==> src/rtl/core/image_header_dimension_extractor_core_defines.svh <==
// assertion macros for the image header dimension extractor core
// taken in by the top level, which checks its own logic; no other dependencies
`ifndef IMAGE_HEADER_DIMENSION_EXTRACTOR_CORE_DEFINES_SVH
`define IMAGE_HEADER_DIMENSION_EXTRACTOR_CORE_DEFINES_SVH

`ifndef SYNTHESIS

// property holds at every clock edge outside reset
`define IHDE_ASSERT(lbl, clk, rstn, prop, msg) \
    lbl: assert property (@(posedge clk) disable iff (!(rstn)) (prop)) else $error(msg);

// antecedent in one cycle implies consequent in the next
`define IHDE_ASSERT_NEXT(lbl, clk, rstn, ante, cons, msg) \
    lbl: assert property (@(posedge clk) disable iff (!(rstn)) (ante) |=> (cons)) \
        else $error(msg);

`else

`define IHDE_ASSERT(lbl, clk, rstn, prop, msg)
`define IHDE_ASSERT_NEXT(lbl, clk, rstn, ante, cons, msg)

`endif

`endif

==> src/rtl/core/ihde_pkg.sv <==
// shared types and constants for the image header dimension extractor core
// no dependencies; used by the parser, the result register and the top level
`timescale 1ns / 1ps

package ihde_pkg;

    // image format codes of the configuration register
    localparam logic [2:0] FMT_NONE = 3'd0;
    localparam logic [2:0] FMT_JPEG = 3'd1;
    localparam logic [2:0] FMT_PNG  = 3'd2;
    localparam logic [2:0] FMT_GIF  = 3'd3;
    localparam logic [2:0] FMT_BMP  = 3'd4;

    // byte position saturates here
    localparam logic [4:0] POS_MAX = 5'd31;

    // jpeg marker window
    localparam int unsigned WIN_LEN = 9;
    localparam logic [4:0] WIN_COUNT = 5'd9;
    localparam logic [7:0] JPEG_MARK = 8'hFF;
    localparam logic [7:0] JPEG_SOF0 = 8'hC0;

    // minimum byte counts
    localparam logic [4:0] MIN_COUNT = 5'd16;
    localparam logic [4:0] PNG_MIN   = 5'd24;
    localparam logic [4:0] BMP_MIN   = 5'd26;

    // signatures
    localparam logic [7:0] PNG_SIG [4] = '{8'h89, 8'h50, 8'h4E, 8'h47};
    localparam logic [7:0] GIF_SIG [6] = '{8'h47, 8'h49, 8'h46, 8'h38, 8'h37, 8'h61};
    localparam logic [7:0] GIF_ALT_VER = 8'h39;
    localparam logic [7:0] BMP_SIG [2] = '{8'h42, 8'h4D};

    // one result item
    typedef struct packed {
        logic        depth_valid;
        logic [15:0] pixel_depth;
        logic [31:0] height;
        logic [31:0] width;
        logic        found;
    } result_t;

endpackage

==> src/rtl/core/image_header_dimension_extractor_core.sv <==
// top level of the image header dimension extractor: input register, parser, result register
// depends on ihde_pkg, ihde_hdr_parse, ihde_out_reg and the assertion macro header
//
//  channel   dir  tdata                                    tuser / tlast
//  s_axis    in   [7:0] data_byte                          tlast: last_byte
//  m_axis    out  [31:0] width [63:32] height [79:64] depth tuser: [0] found [1] depth_valid
//  cfg       in   cfg_wdata[2:0] image_format              write on cfg_we
//
// one byte per cycle sustained while no last byte waits; each byte passes through the input
// register, and the edge that moves a last byte out of it loads its result into the result
// register, which drives m_axis
// bytes without tlast keep flowing while a result waits; a last byte waits in the
// input register until the result register is free
// rst_n clears the stream state and sets the format to none
`timescale 1ns / 1ps
`include "image_header_dimension_extractor_core_defines.svh"

module image_header_dimension_extractor_core
(
    input  logic        clk,
    input  logic        rst_n,
    input  logic        cfg_we,
    input  logic [2:0]  cfg_wdata,     // image_format
    input  logic        s_axis_tvalid,
    output logic        s_axis_tready,
    input  logic [7:0]  s_axis_tdata,  // [7:0] data_byte
    input  logic        s_axis_tlast,
    output logic        m_axis_tvalid,
    input  logic        m_axis_tready,
    output logic [79:0] m_axis_tdata,  // [31:0] width, [63:32] height, [79:64] pixel_depth
    output logic [1:0]  m_axis_tuser   // [0] found, [1] depth_valid
);

    logic [2:0]        image_format_reg;
    logic              in_valid_reg;
    logic              in_valid_next;
    logic [7:0]        in_byte_reg;
    logic              in_last_reg;
    logic              s_accept;
    logic              advance;
    logic              out_free;
    ihde_pkg::result_t parse_result;
    ihde_pkg::result_t out_result;

    // format register
    always_ff @(posedge clk or negedge rst_n)
    begin
        if (!rst_n)
        begin
            image_format_reg <= ihde_pkg::FMT_NONE;
        end
        else if (cfg_we)
        begin
            image_format_reg <= cfg_wdata;
        end
    end

    // input register handshake
    assign advance       = in_valid_reg && (!in_last_reg || out_free);
    assign s_axis_tready = !in_valid_reg || advance;
    assign s_accept      = s_axis_tvalid && s_axis_tready;

    always_comb
    begin
        if (s_accept)
        begin
            in_valid_next = 1'b1;
        end
        else if (advance)
        begin
            in_valid_next = 1'b0;
        end
        else
        begin
            in_valid_next = in_valid_reg;
        end
    end

    always_ff @(posedge clk or negedge rst_n)
    begin
        if (!rst_n)
        begin
            in_valid_reg <= 1'b0;
        end
        else
        begin
            in_valid_reg <= in_valid_next;
        end
    end

    always_ff @(posedge clk)
    begin
        if (s_accept)
        begin
            in_byte_reg <= s_axis_tdata;
            in_last_reg <= s_axis_tlast;
        end
    end

    // header parser
    ihde_hdr_parse u_parse
    (
        .clk          (clk),
        .rst_n        (rst_n),
        .image_format (image_format_reg),
        .step         (advance),
        .data_byte    (in_byte_reg),
        .last_byte    (in_last_reg),
        .result       (parse_result)
    );

    // result register
    ihde_out_reg u_out
    (
        .clk        (clk),
        .rst_n      (rst_n),
        .load       (advance && in_last_reg),
        .result_in  (parse_result),
        .out_ready  (m_axis_tready),
        .out_valid  (m_axis_tvalid),
        .result_out (out_result),
        .free       (out_free)
    );

    // master side packing
    assign m_axis_tdata = {out_result.pixel_depth, out_result.height, out_result.width};
    assign m_axis_tuser = {out_result.depth_valid, out_result.found};

    // a last byte that meets a free result register shows up in the next cycle
    `IHDE_ASSERT_NEXT(a_last_gives_result, clk, rst_n, in_valid_reg && in_last_reg && !m_axis_tvalid, m_axis_tvalid, "last byte did not produce a result")
    // no match means all fields are zero
    `IHDE_ASSERT(a_miss_zero, clk, rst_n, !(m_axis_tvalid && !m_axis_tuser[0]) || (m_axis_tdata == 80'd0 && !m_axis_tuser[1]), "unmatched result carries nonzero fields")
    // depth is only reported together with a match
    `IHDE_ASSERT(a_depth_needs_found, clk, rst_n, !(m_axis_tvalid && m_axis_tuser[1] && !m_axis_tuser[0]), "depth_valid without found")
    // input side only stalls with a last byte waiting in the input register and a result pending
    `IHDE_ASSERT(a_stall_only_full, clk, rst_n, s_axis_tready || (in_valid_reg && in_last_reg && m_axis_tvalid), "input stalled without a waiting last byte")

endmodule

==> src/rtl/core/ihde_hdr_parse.sv <==
// per-byte header parser: stream state, signature check, field capture
// depends on ihde_pkg
`timescale 1ns / 1ps

module ihde_hdr_parse
(
    input  logic                 clk,
    input  logic                 rst_n,
    input  logic [2:0]           image_format,
    input  logic                 step,
    input  logic [7:0]           data_byte,
    input  logic                 last_byte,
    output ihde_pkg::result_t    result
);

    logic [4:0]  pos_reg;
    logic [4:0]  pos_next;
    logic [7:0]  recent_reg [ihde_pkg::WIN_LEN];
    logic [7:0]  recent_next [ihde_pkg::WIN_LEN];
    logic        sig_ok_reg;
    logic        sig_ok_next;
    logic [31:0] width_reg;
    logic [31:0] width_next;
    logic [31:0] height_reg;
    logic [31:0] height_next;
    logic [15:0] depth_reg;
    logic [15:0] depth_next;
    logic        match_reg;
    logic        match_next;
    logic        known_reg;
    logic        known_next;
    logic [1:0]  lane_w;
    logic [1:0]  lane_h;
    logic        found;
    logic        dvalid;

    // window shift, signature check and field capture for one byte
    always_comb
    begin
        pos_next    = pos_reg;
        sig_ok_next = sig_ok_reg;
        width_next  = width_reg;
        height_next = height_reg;
        depth_next  = depth_reg;
        match_next  = match_reg;
        known_next  = known_reg;
        lane_w      = 2'(pos_reg - 5'd18);
        lane_h      = 2'(pos_reg - 5'd22);
        for (int i = 0; i < ihde_pkg::WIN_LEN - 1; i++)
        begin
            recent_next[i] = recent_reg[i + 1];
        end
        recent_next[ihde_pkg::WIN_LEN - 1] = data_byte;

        if (pos_reg != ihde_pkg::POS_MAX)
        begin
            pos_next = pos_reg + 5'd1;
            case (image_format)
                ihde_pkg::FMT_PNG:
                begin
                    if (pos_reg < 5'd4 && data_byte != ihde_pkg::PNG_SIG[pos_reg[1:0]])
                    begin
                        sig_ok_next = 1'b0;
                    end
                    if (pos_reg inside {[5'd16:5'd19]})
                    begin
                        width_next = {width_reg[23:0], data_byte};
                    end
                    else if (pos_reg inside {[5'd20:5'd23]})
                    begin
                        height_next = {height_reg[23:0], data_byte};
                    end
                    else if (pos_reg == 5'd24)
                    begin
                        depth_next = {8'd0, data_byte};
                        known_next = 1'b1;
                    end
                end
                ihde_pkg::FMT_GIF:
                begin
                    if (pos_reg < 5'd6 && data_byte != ihde_pkg::GIF_SIG[pos_reg[2:0]] &&
                        !(pos_reg == 5'd4 && data_byte == ihde_pkg::GIF_ALT_VER))
                    begin
                        sig_ok_next = 1'b0;
                    end
                    if (pos_reg == 5'd6)
                    begin
                        width_next = width_reg | {24'd0, data_byte};
                    end
                    else if (pos_reg == 5'd7)
                    begin
                        width_next = width_reg | {16'd0, data_byte, 8'd0};
                    end
                    else if (pos_reg == 5'd8)
                    begin
                        height_next = height_reg | {24'd0, data_byte};
                    end
                    else if (pos_reg == 5'd9)
                    begin
                        height_next = height_reg | {16'd0, data_byte, 8'd0};
                    end
                    else if (pos_reg == 5'd10 && data_byte[7])
                    begin
                        // global color table present: depth from its size field
                        depth_next = {13'd0, data_byte[2:0]} + 16'd1;
                        known_next = 1'b1;
                    end
                end
                ihde_pkg::FMT_BMP:
                begin
                    if (pos_reg < 5'd2 && data_byte != ihde_pkg::BMP_SIG[pos_reg[0]])
                    begin
                        sig_ok_next = 1'b0;
                    end
                    if (pos_reg inside {[5'd18:5'd21]})
                    begin
                        width_next = width_reg | ({24'd0, data_byte} << {lane_w, 3'b000});
                    end
                    else if (pos_reg inside {[5'd22:5'd25]})
                    begin
                        height_next = height_reg | ({24'd0, data_byte} << {lane_h, 3'b000});
                    end
                    else if (pos_reg == 5'd28)
                    begin
                        depth_next = {8'd0, data_byte};
                    end
                    else if (pos_reg == 5'd29)
                    begin
                        depth_next = depth_reg | {data_byte, 8'd0};
                        known_next = 1'b1;
                    end
                end
                default:
                begin
                end
            endcase
        end

        // first start-of-frame window in a jpeg stream
        if (image_format == ihde_pkg::FMT_JPEG && !match_reg &&
            pos_next >= ihde_pkg::WIN_COUNT &&
            recent_next[0] == ihde_pkg::JPEG_MARK && recent_next[1] == ihde_pkg::JPEG_SOF0)
        begin
            height_next = {16'd0, recent_next[5], recent_next[6]};
            width_next  = {16'd0, recent_next[7], recent_next[8]};
            depth_next  = {5'd0, recent_next[4], 3'b000};
            known_next  = 1'b1;
            match_next  = 1'b1;
        end
    end

    // result decision on the last byte
    always_comb
    begin
        found = 1'b0;
        if (pos_next >= ihde_pkg::MIN_COUNT)
        begin
            case (image_format)
                ihde_pkg::FMT_JPEG: found = match_next;
                ihde_pkg::FMT_PNG:  found = sig_ok_next && pos_next >= ihde_pkg::PNG_MIN;
                ihde_pkg::FMT_GIF:  found = sig_ok_next;
                ihde_pkg::FMT_BMP:  found = sig_ok_next && pos_next >= ihde_pkg::BMP_MIN;
                default:            found = 1'b0;
            endcase
        end
        dvalid              = found && known_next;
        result.found        = found;
        result.width        = found ? width_next : 32'd0;
        result.height       = found ? height_next : 32'd0;
        result.pixel_depth  = dvalid ? depth_next : 16'd0;
        result.depth_valid  = dvalid;
    end

    // stream state, cleared after each last byte
    always_ff @(posedge clk or negedge rst_n)
    begin
        if (!rst_n)
        begin
            pos_reg    <= '0;
            sig_ok_reg <= 1'b1;
            width_reg  <= '0;
            height_reg <= '0;
            depth_reg  <= '0;
            match_reg  <= 1'b0;
            known_reg  <= 1'b0;
            for (int i = 0; i < ihde_pkg::WIN_LEN; i++)
            begin
                recent_reg[i] <= '0;
            end
        end
        else if (step)
        begin
            if (last_byte)
            begin
                pos_reg    <= '0;
                sig_ok_reg <= 1'b1;
                width_reg  <= '0;
                height_reg <= '0;
                depth_reg  <= '0;
                match_reg  <= 1'b0;
                known_reg  <= 1'b0;
                for (int i = 0; i < ihde_pkg::WIN_LEN; i++)
                begin
                    recent_reg[i] <= '0;
                end
            end
            else
            begin
                pos_reg    <= pos_next;
                sig_ok_reg <= sig_ok_next;
                width_reg  <= width_next;
                height_reg <= height_next;
                depth_reg  <= depth_next;
                match_reg  <= match_next;
                known_reg  <= known_next;
                for (int i = 0; i < ihde_pkg::WIN_LEN; i++)
                begin
                    recent_reg[i] <= recent_next[i];
                end
            end
        end
    end

endmodule

==> src/rtl/core/ihde_out_reg.sv <==
// result register on the master side, holds a result until its transfer
// depends on ihde_pkg
`timescale 1ns / 1ps

module ihde_out_reg
(
    input  logic                 clk,
    input  logic                 rst_n,
    input  logic                 load,
    input  ihde_pkg::result_t    result_in,
    input  logic                 out_ready,
    output logic                 out_valid,
    output ihde_pkg::result_t    result_out,
    output logic                 free
);

    logic              valid_reg;
    logic              valid_next;
    ihde_pkg::result_t data_reg;

    // slot can take a new result when empty or draining this cycle
    assign free = !valid_reg || out_ready;

    always_comb
    begin
        if (load)
        begin
            valid_next = 1'b1;
        end
        else if (out_ready)
        begin
            valid_next = 1'b0;
        end
        else
        begin
            valid_next = valid_reg;
        end
    end

    always_ff @(posedge clk or negedge rst_n)
    begin
        if (!rst_n)
        begin
            valid_reg <= 1'b0;
        end
        else
        begin
            valid_reg <= valid_next;
        end
    end

    // payload needs no reset
    always_ff @(posedge clk)
    begin
        if (load)
        begin
            data_reg <= result_in;
        end
    end

    assign out_valid  = valid_reg;
    assign result_out = data_reg;

endmodule

==> config.mk <==
export PLATFORM = sky130hd
export DESIGN_NAME = image_header_dimension_extractor_core
export DESIGN_NICKNAME = d
export VERILOG_FILES = /design/src/rtl/core/ihde_pkg.sv /design/src/rtl/core/image_header_dimension_extractor_core.sv /design/src/rtl/core/ihde_hdr_parse.sv /design/src/rtl/core/ihde_out_reg.sv
export VERILOG_INCLUDE_DIRS = /design/src /design/src/rtl/core
export SDC_FILE = /design/constraint.sdc
export NUM_CORES = 1
export LEC_CHECK = 0
export ABC_AREA = 1
export BUFFER_PORTS_ARGS = -buffer_cell sky130_fd_sc_hd__clkbuf_2
export CAP_MARGIN = 20
export CORE_UTILIZATION = 30
export CTS_CLUSTER_DIAMETER = 120
export DETAILED_ROUTE_END_ITERATION = 8
export PLACE_DENSITY_LB_ADDON = 0.1
export REMOVE_ABC_BUFFERS = 1
export SLEW_MARGIN = 20
export SYNTH_ARGS = -nofsm -noshare
export SYNTH_HDL_FRONTEND = slang
export SYNTH_SLANG_ARGS = --single-unit
==> constraint.sdc <==
create_clock -name clk -period 4.5 [get_ports clk]
set_input_delay 0.9 -clock clk [delete_from_list [all_inputs] [get_ports clk]]
set_output_delay 0.9 -clock clk [all_outputs]
set_load 0.005 [all_outputs]
==> results.sh, run 1 <==
export IMPL_h_tree_depth=1
export IMPL_power_per_cell_area_nw_per_um2=390
export IMPL_detail_route_antenna_nets=0
export IMPL_final_layout_size_suffix_gt1_frac=0.149
export IMPL_synth_largest_type_area_fraction=0.287
export IMPL_synth_main_ff_cell="sky130_fd_sc_hd__dfrtp_1"
export IMPL_dpl_worst_slack_ns=1.06
export IMPL_relSlewSlack=0.277
export IMPL_critPathKind="reg2reg"
export IMPL_layout_fillers=4719
export IMPL_synth_compound_area_frac=0.129
export IMPL_design_core_area_um2=44400
export IMPL_place_gp_congestion=0.866
export IMPL_regToRegEndpoint="u_out.result_out[41]"
export IMPL_route_detailed_vias_per_inst=4.97
export IMPL_setup_tns_final_ns=0
export IMPL_worst_skew_pair_late_latency_ns=0.59
export IMPL_status="finished, final reports clean"
export IMPL_start_util=0.306
export IMPL_critical_path_max_stage_delay_ns=0.71
export IMPL_worst_path_max_delay_cell="sky130_fd_sc_hd__dfrtp_1"
export IMPL_detail_placement_hpwl_um=32000
export IMPL_synth_top_family_by_area="simple AND/OR/NAND/NOR gates"
export IMPL_grt_start_max_net_pins=85
export IMPL_final_setup_worst_slack_ns=1.06
export IMPL_netlist_cell_type_count=38
export IMPL_timing_critical_path_cells="ha_1, inv_1, ha_1, inv_1, nand2_2, nor2_2, nand2_2, nand2_2, nand2_4, nand2_4, clkinv_2, o21ai_2, nand2_2, nand2_4, buf_12, nor2_1"
export IMPL_max_clock_path_buffers=3
export IMPL_crit_path_start_kind="flop"
export IMPL_cts_repair_resize_count=0
export IMPL_numPortBuffers=100
export IMPL_worst_setup_path_end_kind="flop"
export IMPL_tritoncts_clock_tree="done"
export IMPL_timing_final_crit_period_ns=3.44
export IMPL_critical_path_peak_fanout=25
export IMPL_first_global_vias=12000
export IMPL_die_x_um=215
export IMPL_synth_top_area_cell="sky130_fd_sc_hd__dfrtp_1"
export IMPL_floorplan_rows=77
export IMPL_regArea_um2=6660
export IMPL_grt_pass1_wl_um=74400
export IMPL_cts_root_buf="sky130_fd_sc_hd__clkbuf_16"
export IMPL_cts_sinks=248
export IMPL_timing_final_hold_violations=0
export IMPL_syn_mean_instance_area_um2=7.87
export IMPL_antenna_found_initial=1
export IMPL_wl_per_cell_um=20.1
export IMPL_synth_async_sr_flop_share=0.633
export IMPL_fmaxAchievable_ghz=0.291
export IMPL_postCtsHoldBufs=0
export IMPL_synth_seq_cells=248
export IMPL_flow_area_growth_from_synthesis_pct=15.3
export IMPL_synth_simple_gate_area_frac=0.272
export IMPL_worstPathArrival_ns=3.75
export IMPL_reg2reg_depth=16
export IMPL_min_delay_path_class="in2async"
export IMPL_finalCritPeriodShare=0.764
export IMPL_drc_markers=0
export IMPL_rsz0062_at_grt="no"
export IMPL_largest_reg_flops=82
export IMPL_die_height_um=215
export IMPL_detail_route_iter0_violations=829
export IMPL_multiInputGateArea_um2=5690
export IMPL_reg2reg_from="u_parse.pos_reg[1]"
export IMPL_globalRouteOverflowTotal=0
export IMPL_netlist_top_cells_area="sky130_fd_sc_hd__dfrtp_1 29%, sky130_fd_sc_hd__edfxtp_1 20%, sky130_fd_sc_hd__nand2_1 13%"
export IMPL_synth_edff_count=91
export IMPL_finClkSkew_ns=0.0205
export IMPL_grtUsageTotal=0.210
export IMPL_r2r_setup_slack_ns=1.06
export IMPL_syn_instance_count=1728
export IMPL_cts_setup_buffers=0
export IMPL_detailroute_via_count=12000
export IMPL_timing_max_transition_violations_final=0
export IMPL_pin_count=101
export IMPL_ir_worst_vdd_uv=246
export IMPL_synthesis_area_um2=13600
export IMPL_die_area_um2=46200
export IMPL_cts_reportedPaths_clkPinSlew_ns=0.06
export IMPL_critPathRequiredTime_ns=4.82
export IMPL_transition_at_the_pin_with_the_smallest_max_transition_slack_ns=1.08
export IMPL_detail_route_wirelength_um=48500
export IMPL_number_of_buffers_created_by_cts=30
export IMPL_synthXorXnorAreaFrac=0.00258
export IMPL_cellLeakagePower_nw=6.64
export IMPL_count_of_tritonroute_iterations_in_the_first_routing_pass=5
export IMPL_diodes=0
export IMPL_yosys_warnings=0
export IMPL_setup_viol=0
export IMPL_synth_adder_area_share=0.0147
export IMPL_yosysSeqAreaShare=0.490
export IMPL_nNetsFinal=1827
export IMPL_critical_path_top_cell_by_count="sky130_fd_sc_hd__nand2_2"
export IMPL_muxShareOfSynthArea=0
export IMPL_count_of_max_cap_constraint_violations=0
[Yosys cell counts (7+ instances only)]
master,count
sky130_fd_sc_hd__nand2_1,475
sky130_fd_sc_hd__inv_1,192
sky130_fd_sc_hd__dfrtp_1,156
sky130_fd_sc_hd__nand3_1,125
sky130_fd_sc_hd__o21ai_0,121
sky130_fd_sc_hd__nor2_1,109
sky130_fd_sc_hd__edfxtp_1,91
sky130_fd_sc_hd__o22ai_1,82
sky130_fd_sc_hd__a21oi_1,54
sky130_fd_sc_hd__clkbuf_1,54
sky130_fd_sc_hd__nor2_2,50
sky130_fd_sc_hd__nand4_1,47
sky130_fd_sc_hd__buf_2,27
sky130_fd_sc_hd__o211ai_1,22
sky130_fd_sc_hd__o21ai_1,20
sky130_fd_sc_hd__ha_1,16
sky130_fd_sc_hd__inv_2,16
sky130_fd_sc_hd__nor3_1,13
sky130_fd_sc_hd__nand2_2,8
sky130_fd_sc_hd__o32ai_1,7
[where the power goes]
group          switching, mW  total, mW  internal [mW]
Clock                  0.994       2.47           1.48
Combinational          0.751       1.04          0.293
Sequential             0.112       2.60           2.49
Total                   1.86       6.12           4.26
[how the worst max path moves through the flow]
stage,end,slack [ns],startpoint
floorplan,u_out.result_out[0],-1.33,m_axis_tready
global placement,u_out.result_out[42],1.13,u_parse.pos_reg[1]
detailed placement,u_out.result_out[41],1.06,u_parse.pos_reg[1]
CTS,u_out.result_out[41],1.04,u_parse.pos_reg[1]
global route,u_out.result_out[41],0.82,u_parse.pos_reg[1]
finish,u_out.result_out[41],1.06,u_parse.pos_reg[1]
[worst max-delay path: cells and delay by family, from the launching register on]
kind	cells	cell delay, ns
buf+inv	4	0.56
fa+ha+maj	2	0.56
simple gates	9	1.19
compound gates	1	0.14
flops	1	0.71
[placed cells by master (no fill, tap or decap), drive strengths merged]
| cell type | count |
|---|---|
| nor4 | 2 |
| nor3 | 15 |
| buf | 33 |
| dfstp | 1 |
| o2111ai | 1 |
| o211ai | 22 |
| a21oi | 54 |
| edfxtp | 91 |
| nand3b | 1 |
| o22ai | 82 |
| o21ai | 142 |
| nand4 | 47 |
| nor2 | 160 |
| bufinv | 2 |
| nand3 | 130 |
| nand2 | 487 |
| o32ai | 7 |
| a21boi | 1 |
| o31ai | 1 |
| clkbuf | 148 |
| clkinv | 5 |
| ha | 16 |
| inv | 208 |
| xor2 | 4 |
| dfrtp | 156 |
| clkinvlp | 2 |
[per-layer routing]
metal | global-route usage | routed length [um]
met5 | 0 | 12
met4 | 0.0586 | 1120
met3 | 0.0343 | 2560
met2 | 0.335 | 22000
met1 | 0.292 | 22800
[stage by stage]
| stage | cell area [um2] | hold slack (ns) | utilization | total power, mW | instances |
|---|---|---|---|---|---|
| floorplan | 13100 | 0.448 | - | 3.25 | 1630 |
| global placement | 14700 | 0.462 | 0.330 | 3.68 | 2354 |
| detailed placement | 14700 | 0.465 | 0.330 | 3.68 | 2354 |
| CTS | 15700 | 0.365 | 0.353 | 6.20 | 2410 |
| global route | 15700 | 0.398 | 0.353 | 6.41 | 2410 |
| finish | 15700 | 0.363 | 0.353 | 6.12 | 2410 |
[area by class of cell]
type | count | share of cell area
multi-input combinational | 1172 | 0.363
clock inverter | 7 | 0.00646
clock buffer | 49 | 0.0576
tap | 592 | 0.0472
inverter | 210 | 0.0506
sequential | 248 | 0.425
timing repair buffer | 132 | 0.0500
[logic make-up after synthesis]
family	after synthesis
simple gates	842
compound gates	310
buf+inv	308
flops	248
fa+ha+maj	16
xor+xnor	4
(Power assumes the default switching activity.)
==> run 2, diff against run 1 <==
ABC_AREA = 0   (was 1)
clock period = 3.1 ns   (was 4.5 ns; I/O delays follow)
==> run 2 against run 1 <==
Compared with the run above:
- die area decreased by 10%
- critical path type unchanged
- worst hold slack got worse by 0.31 ns
- global-route usage decreased by 1.7 points
- largest cell class unchanged
- critical endpoint is now u_out.result_out[2]
- sequential power increased by 40%
==> results.sh, run 2 <==
export IMPL_antenna_found_initial=0
export IMPL_synth_top_family_by_area="simple AND/OR/NAND/NOR gates"
export IMPL_count_of_max_cap_constraint_violations=0
export IMPL_yosysSeqAreaShare=0.547
export IMPL_detail_route_iter0_violations=650
export IMPL_netlist_top_cells_area="sky130_fd_sc_hd__dfrtp_1 32%, sky130_fd_sc_hd__edfxtp_1 22%, sky130_fd_sc_hd__nand2_1 6.5%"
export IMPL_synthXorXnorAreaFrac=0.00503
export IMPL_finish_cell_count_without_fillers=1822
export IMPL_detail_route_wirelength_um=39200
export IMPL_layout_cells_most_common="sky130_fd_sc_hd__nand2_1"
export IMPL_synth_most_common_cell="sky130_fd_sc_hd__nand2_1"
export IMPL_synth_seq_cells=248
export IMPL_die_height_um=204
export IMPL_drc_markers=0
export IMPL_synth_async_sr_flop_share=0.633
export IMPL_final_cell_area_um2=14400
export IMPL_worstPathArrival_ns=3.37
export IMPL_start_util=0.305
export IMPL_rsz0062_at_grt="no"
export IMPL_crit_path_start_kind="flop"
export IMPL_power_per_cell_area_nw_per_um2=555
export IMPL_critical_path_peak_fanout=32
export IMPL_synthesis_area_um2=12200
export IMPL_nNetsFinal=1307
export IMPL_timing_max_transition_violations_final=0
export IMPL_grt_pass1_wl_um=61200
export IMPL_gr_max_usage_layer="met2"
export IMPL_max_clock_path_buffers=3
export IMPL_layout_common_cells="211 x sky130_fd_sc_hd__nand2_1, 156 x sky130_fd_sc_hd__dfrtp_1, 99 x sky130_fd_sc_hd__clkbuf_2"
export IMPL_syn_instance_count=1181
export IMPL_final_setup_worst_slack_ns=0.0993
export IMPL_synth_top_area_cell="sky130_fd_sc_hd__dfrtp_1"
export IMPL_flow_area_growth_from_synthesis_pct=18.5
export IMPL_first_global_vias=9673
export IMPL_synth_main_ff_cell="sky130_fd_sc_hd__dfrtp_1"
export IMPL_synth_simple_gate_area_frac=0.196
export IMPL_fin_hold_ws_ns=0.0556
export IMPL_setup_viol=0
export IMPL_min_delay_path_class="in2async"
export IMPL_timing_final_crit_period_ns=3.00
export IMPL_ir_worst_vdd_uv=407
export IMPL_place_detailed_instances=1766
export IMPL_synthTopCellsByCount="212 x sky130_fd_sc_hd__nand2_1, 156 x sky130_fd_sc_hd__dfrtp_1, 91 x sky130_fd_sc_hd__edfxtp_1"
export IMPL_diodes=0
export IMPL_netlist_cell_type_count=84
export IMPL_cts_root_buf="sky130_fd_sc_hd__clkbuf_16"
export IMPL_yosys_warnings=0
export IMPL_route_detailed_vias_per_inst=5.26
export IMPL_count_of_tritonroute_iterations_in_the_first_routing_pass=5
export IMPL_floorplan_rows=73
export IMPL_cellLeakagePower_nw=5.89
export IMPL_critPathRequiredTime_ns=3.47
export IMPL_wl_per_cell_um=21.5
export IMPL_dpl_worst_slack_ns=-0.0542
export IMPL_synth_compound_area_frac=0.183
export IMPL_muxShareOfSynthArea=0.00698
export IMPL_globalRouteOverflowTotal=0
export IMPL_fmaxAchievable_ghz=0.333
export IMPL_synth_adder_area_share=0.0164
export IMPL_detail_route_antenna_nets=0
export IMPL_h_tree_depth=1
export IMPL_synth_largest_type_area_fraction=0.320
export IMPL_grt_util_met3=0.0268
export IMPL_syn_mean_instance_area_um2=10.3
export IMPL_relSlewSlack=0.469
export IMPL_largest_reg_flops=82
export IMPL_transition_at_the_pin_with_the_smallest_max_transition_slack_ns=0.797
export IMPL_dpl_instance_area_um2=13400
export IMPL_numPortBuffers=100
export IMPL_tritoncts_clock_tree="done"
export IMPL_design_core_area_um2=39900
export IMPL_cts_reportedPaths_clkPinSlew_ns=0.06
export IMPL_grtUsageTotal=0.192
export IMPL_synth_edff_count=91
export IMPL_number_of_buffers_created_by_cts=29
export IMPL_grt_start_max_net_pins=57
export IMPL_status="finished, final reports clean"
export IMPL_die_area_um2=41400
export IMPL_final_layout_size_suffix_gt1_frac=0.202
export IMPL_worst_setup_path_end_kind="flop"
export IMPL_grtUsageMet2=0.305
export IMPL_cts_sinks=248
export IMPL_die_x_um=204
export IMPL_detailroute_via_count=9583
export IMPL_layout_fillers=4031
export IMPL_critPathKind="reg2reg"
export IMPL_timing_final_hold_violations=0
export IMPL_finalCritPeriodShare=0.968
export IMPL_finClkSkew_ns=0.0246
export IMPL_detail_placement_hpwl_um=26400
export IMPL_met1_usage=0.279
export IMPL_postCtsHoldBufs=0
export IMPL_place_gp_congestion=0.872
export IMPL_worst_skew_pair_late_latency_ns=0.58
export IMPL_pin_count=101
## run 2: area by class of cell
type	count	area (um2)	area share
sequential	248	6660	0.461
multi-input combinational	815	5000	0.346
timing repair buffer	163	1050	0.0730
clock buffer	34	764	0.0529
tap	525	657	0.0455
clock inverter	20	238	0.0165
inverter	17	65.1	0.00450
## run 2: worst paths after layout
check | startpoint | endpoint | slack, ns | depth (start not counted)
min | rst_n | u_parse.height_reg[5] | 0.06 | 1
min reg2reg | u_parse.recent_next[69] | u_parse.recent_next[69] | 0.46 | 2
min in group clk | s_axis_tlast | in_last_reg | 0.23 | 1
max reg2reg | u_parse.pos_reg[1] | u_out.result_out[2] | 0.1 | 9
max in group asynchronous | rst_n | u_parse.recent_next[41] | 2.34 | 2
max | u_parse.pos_reg[1] | u_out.result_out[2] | 0.1 | 9
## run 2: timing repair
item / in CTS / in global routing
gates resized for setup: 0 / 1
setup endpoints to repair: 2 / 35
pin swaps: 1 / 1
buffers inserted: 0 / 2
## run 2: power breakdown
part           internal [mW]  switching, mW
combinational          0.241          0.526
clock                   2.17           1.45
sequential              3.52          0.109
total                   5.94           2.08
## run 2: kinds of logic (layout without fill, tap and decap cells)
group / count (synthesis) / count (layout)
AO/OA/AOI/OAI: 312 / 312
XOR/XNOR: 7 / 7
adder cells (fa/ha/maj): 16 / 16
buffers and inverters: 118 / 234
flip-flops: 248 / 248
multiplexers: 8 / 8
AND/OR/NAND/NOR: 472 / 472
## run 2: critical path, cell delays in order (launching register included)
cell and delay, ns:
sky130_fd_sc_hd__dfrtp_1 0.35, sky130_fd_sc_hd__buf_4 0.28, sky130_fd_sc_hd__inv_1 0.18, sky130_fd_sc_hd__ha_1 0.41, sky130_fd_sc_hd__o22ai_1 0.16, sky130_fd_sc_hd__a2111o_2 0.63
sky130_fd_sc_hd__buf_12 0.22, sky130_fd_sc_hd__nand2_2 0.14, sky130_fd_sc_hd__o22ai_1 0.09, sky130_fd_sc_hd__a221oi_1 0.32
## run 2: layer usage
| metal | share of wire | vias up |
|---|---|---|
| met4 | 0.016 | 0 |
| li1 | - | 4514 |
| met3 | 0.042 | 41 |
| met1 | 0.48 | 4805 |
| met2 | 0.46 | 223 |
| met5 | 0 | - |
## run 2: through the flow
step                      TNS, ns   util  total power, mW
after floorplan           -183.41      -             4.06
after global placement          0  0.336             4.46
after detailed placement  -0.0542  0.336             4.46
after CTS                       0  0.361             8.11
after global routing            0  0.362             8.32
final                           0  0.362             8.02
==> run 3, diff against run 2 <==
BUFFER_PORTS_ARGS = unset   (was -buffer_cell sky130_fd_sc_hd__clkbuf_2)
DONT_BUFFER_PORTS = 1   (was unset)
==> run 3 against run 2 <==
Compared with the run above:
- the run now ends with hold timing left
- worst setup slack improved by 0.17 ns
- maximum frequency rose by 5.9%
- routed wire length rose by 0.43%
- sequential power barely moved
- register-to-register slack improved by 0.17 ns
- non-clock buffer count fell by 96
- die area did not move
- clock skew rose by 0.0083 ns
- clock power fell by 9.1%
- critical path type unchanged
- highest routed layer unchanged
==> results.sh, run 3 (synthesized netlist as in run 2, its figures left out) <==
export IMPL_timing_final_crit_period_ns=2.83
export IMPL_place_gp_congestion=0.825
export IMPL_final_layout_size_suffix_gt1_frac=0.128
export IMPL_max_clock_path_buffers=3
export IMPL_drc_markers=0
export IMPL_antenna_found_initial=0
export IMPL_min_delay_path_class="in2async"
export IMPL_detailroute_via_count=9297
export IMPL_finalCritPeriodShare=0.914
export IMPL_number_of_buffers_created_by_cts=29
export IMPL_power_per_cell_area_nw_per_um2=551
export IMPL_diodes=0
export IMPL_cts_sinks=248
export IMPL_count_of_tritonroute_iterations_in_the_first_routing_pass=5
export IMPL_numPortBuffers=0
export IMPL_start_util=0.305
export IMPL_fin_hold_ws_ns=-0.240
export IMPL_worst_setup_path_end_kind="flop"
export IMPL_met3_length_um=1600
export IMPL_largest_reg_flops=82
export IMPL_h_tree_depth=1
export IMPL_met1_length_um=19100
export IMPL_timing_final_hold_violations=156
export IMPL_ir_worst_vdd_uv=373
export IMPL_layout_cells_most_common="sky130_fd_sc_hd__nand2_1"
export IMPL_layout_fillers=4022
export IMPL_finClkSkew_ns=0.0328
export IMPL_flow_area_growth_from_synthesis_pct=13.5
export IMPL_pin_count=101
export IMPL_route_detailed_vias_per_inst=5.39
export IMPL_fmaxAchievable_ghz=0.353
export IMPL_globalRouteOverflowTotal=0
export IMPL_status="finished with violations"
export IMPL_floorplan_rows=73
export IMPL_wl_per_cell_um=22.8
export IMPL_critPathKind="reg2reg"
export IMPL_grt_pass1_wl_um=60500
export IMPL_die_x_um=204
export IMPL_failed_checks="hold timing"
export IMPL_relSlewSlack=0.406
export IMPL_design_core_area_um2=39900
export IMPL_cts_root_buf="sky130_fd_sc_hd__clkbuf_16"
export IMPL_grt_start_max_net_pins=158
export IMPL_critPathRequiredTime_ns=3.48
export IMPL_count_of_max_cap_constraint_violations=0
export IMPL_post_layout_total_power_mw=7.62
export IMPL_worst_skew_pair_late_latency_ns=0.58
export IMPL_detail_route_wirelength_um=39400
export IMPL_dr_wl_met2_um=17900
export IMPL_layout_common_cells="211 x sky130_fd_sc_hd__nand2_1, 156 x sky130_fd_sc_hd__dfrtp_1, 91 x sky130_fd_sc_hd__edfxtp_1"
export IMPL_first_global_vias=9284
export IMPL_dr_max_layer_used="met4"
export IMPL_cellLeakagePower_nw=5.42
export IMPL_detail_route_iter0_violations=741
export IMPL_critical_path_peak_fanout=31
export IMPL_setup_tns_final_ns=0
export IMPL_final_cell_area_um2=13800
export IMPL_die_area_um2=41400
export IMPL_crit_path_start_kind="flop"
export IMPL_nNetsFinal=1211
export IMPL_grtUsageTotal=0.192
export IMPL_cts_reportedPaths_clkPinSlew_ns=0.06
export IMPL_timing_max_transition_violations_final=0
export IMPL_die_height_um=204
export IMPL_detail_placement_hpwl_um=25800
export IMPL_setup_viol=0
export IMPL_tritoncts_clock_tree="done"
export IMPL_dpl_instance_area_um2=12900
export IMPL_transition_at_the_pin_with_the_smallest_max_transition_slack_ns=0.891
export IMPL_worstPathArrival_ns=3.21
export IMPL_detail_route_antenna_nets=0
export IMPL_rsz0062_at_grt="no"
run 3: changes by cell type in the layout (fill, tap and decap cells not counted):
cell	change
sky130_fd_sc_hd__clkbuf_1	+9
sky130_fd_sc_hd__clkbuf_8	-1
sky130_fd_sc_hd__clkinv_2	-4
sky130_fd_sc_hd__clkinv_1	+2
sky130_fd_sc_hd__clkinv_4	-1
sky130_fd_sc_hd__buf_4	+6
sky130_fd_sc_hd__bufinv_16	-3
sky130_fd_sc_hd__inv_4	+1
sky130_fd_sc_hd__buf_6	-1
sky130_fd_sc_hd__clkinvlp_4	-4
sky130_fd_sc_hd__clkbuf_2	-99
sky130_fd_sc_hd__buf_12	-2
run 3: worst paths after layout:
check,from,endpoint,slack [ns],depth (start not counted)
max in group asynchronous,rst_n,u_parse.recent_next[48],3.06,0
max,u_parse.pos_reg[1],u_out.result_out[73],0.27,9
min in group clk,s_axis_tlast,in_last_reg,0.16,0
max reg2reg,u_parse.pos_reg[1],u_out.result_out[73],0.27,9
min,rst_n,u_parse.depth_reg[15],-0.24,0
min reg2reg,u_parse.recent_next[69],u_parse.recent_next[69],0.46,2
run 3: area by class of cell:
| type | count | area [um2] | share of cell area |
|---|---|---|---|
| Tap cell | 525 | 657 | 0.0475 |
| Timing Repair Buffer | 67 | 553 | 0.0400 |
| Sequential cell | 248 | 6660 | 0.482 |
| Clock inverter | 11 | 101 | 0.00733 |
| Clock buffer | 42 | 785 | 0.0567 |
| Multi-Input combinational cell | 815 | 5000 | 0.362 |
| Inverter | 17 | 66.3 | 0.00480 |
run 3: through the flow:
stage	worst slack [ns]	std cells	hold slack, ns	util
floorplan	-2.22	1080	0.324	-
global placement	0.294	1672	0.335	0.324
detailed placement	0.256	1672	0.335	0.324
CTS	0.206	1725	-0.279	0.346
global route	0.0813	1725	-0.278	0.346
finish	0.267	1725	-0.240	0.346
run 3: what timing repair did:
| action | 4_1_cts | 5_1_grt |
|---|---|---|
| setup endpoints to repair | 0 | 9 |
| buffers inserted | 0 | 0 |
| hold endpoints to repair | 157 | 157 |
| gates resized for setup | 0 | 1 |
run 3: power by group:
group	leakage (nW)	internal, mW	total, mW	switching (mW)
combinational	1.95	0.227	0.691	0.464
sequential	3.04	3.52	3.65	0.126
clock	0.429	1.91	3.29	1.38
total	5.42	5.66	7.62	1.97
run 3: worst max-delay path: stages, from the launching register on:
cell and delay [ns]:
sky130_fd_sc_hd__dfrtp_1 0.38, sky130_fd_sc_hd__ha_1 0.20, sky130_fd_sc_hd__inv_1 0.07, sky130_fd_sc_hd__ha_1 0.33, sky130_fd_sc_hd__o22ai_1 0.31, sky130_fd_sc_hd__a2111o_2 0.27, sky130_fd_sc_hd__buf_4 0.38, sky130_fd_sc_hd__and2_1 0.39
sky130_fd_sc_hd__nand2_1 0.09, sky130_fd_sc_hd__a21oi_1 0.20
run 3: per-layer routing:
layer / GRT usage / vias up
met5: 0 / -
li1: - / 4332
met2: 0.299 / 239
met4: 0.0414 / 0
met3: 0.0280 / 49
met1: 0.279 / 4677
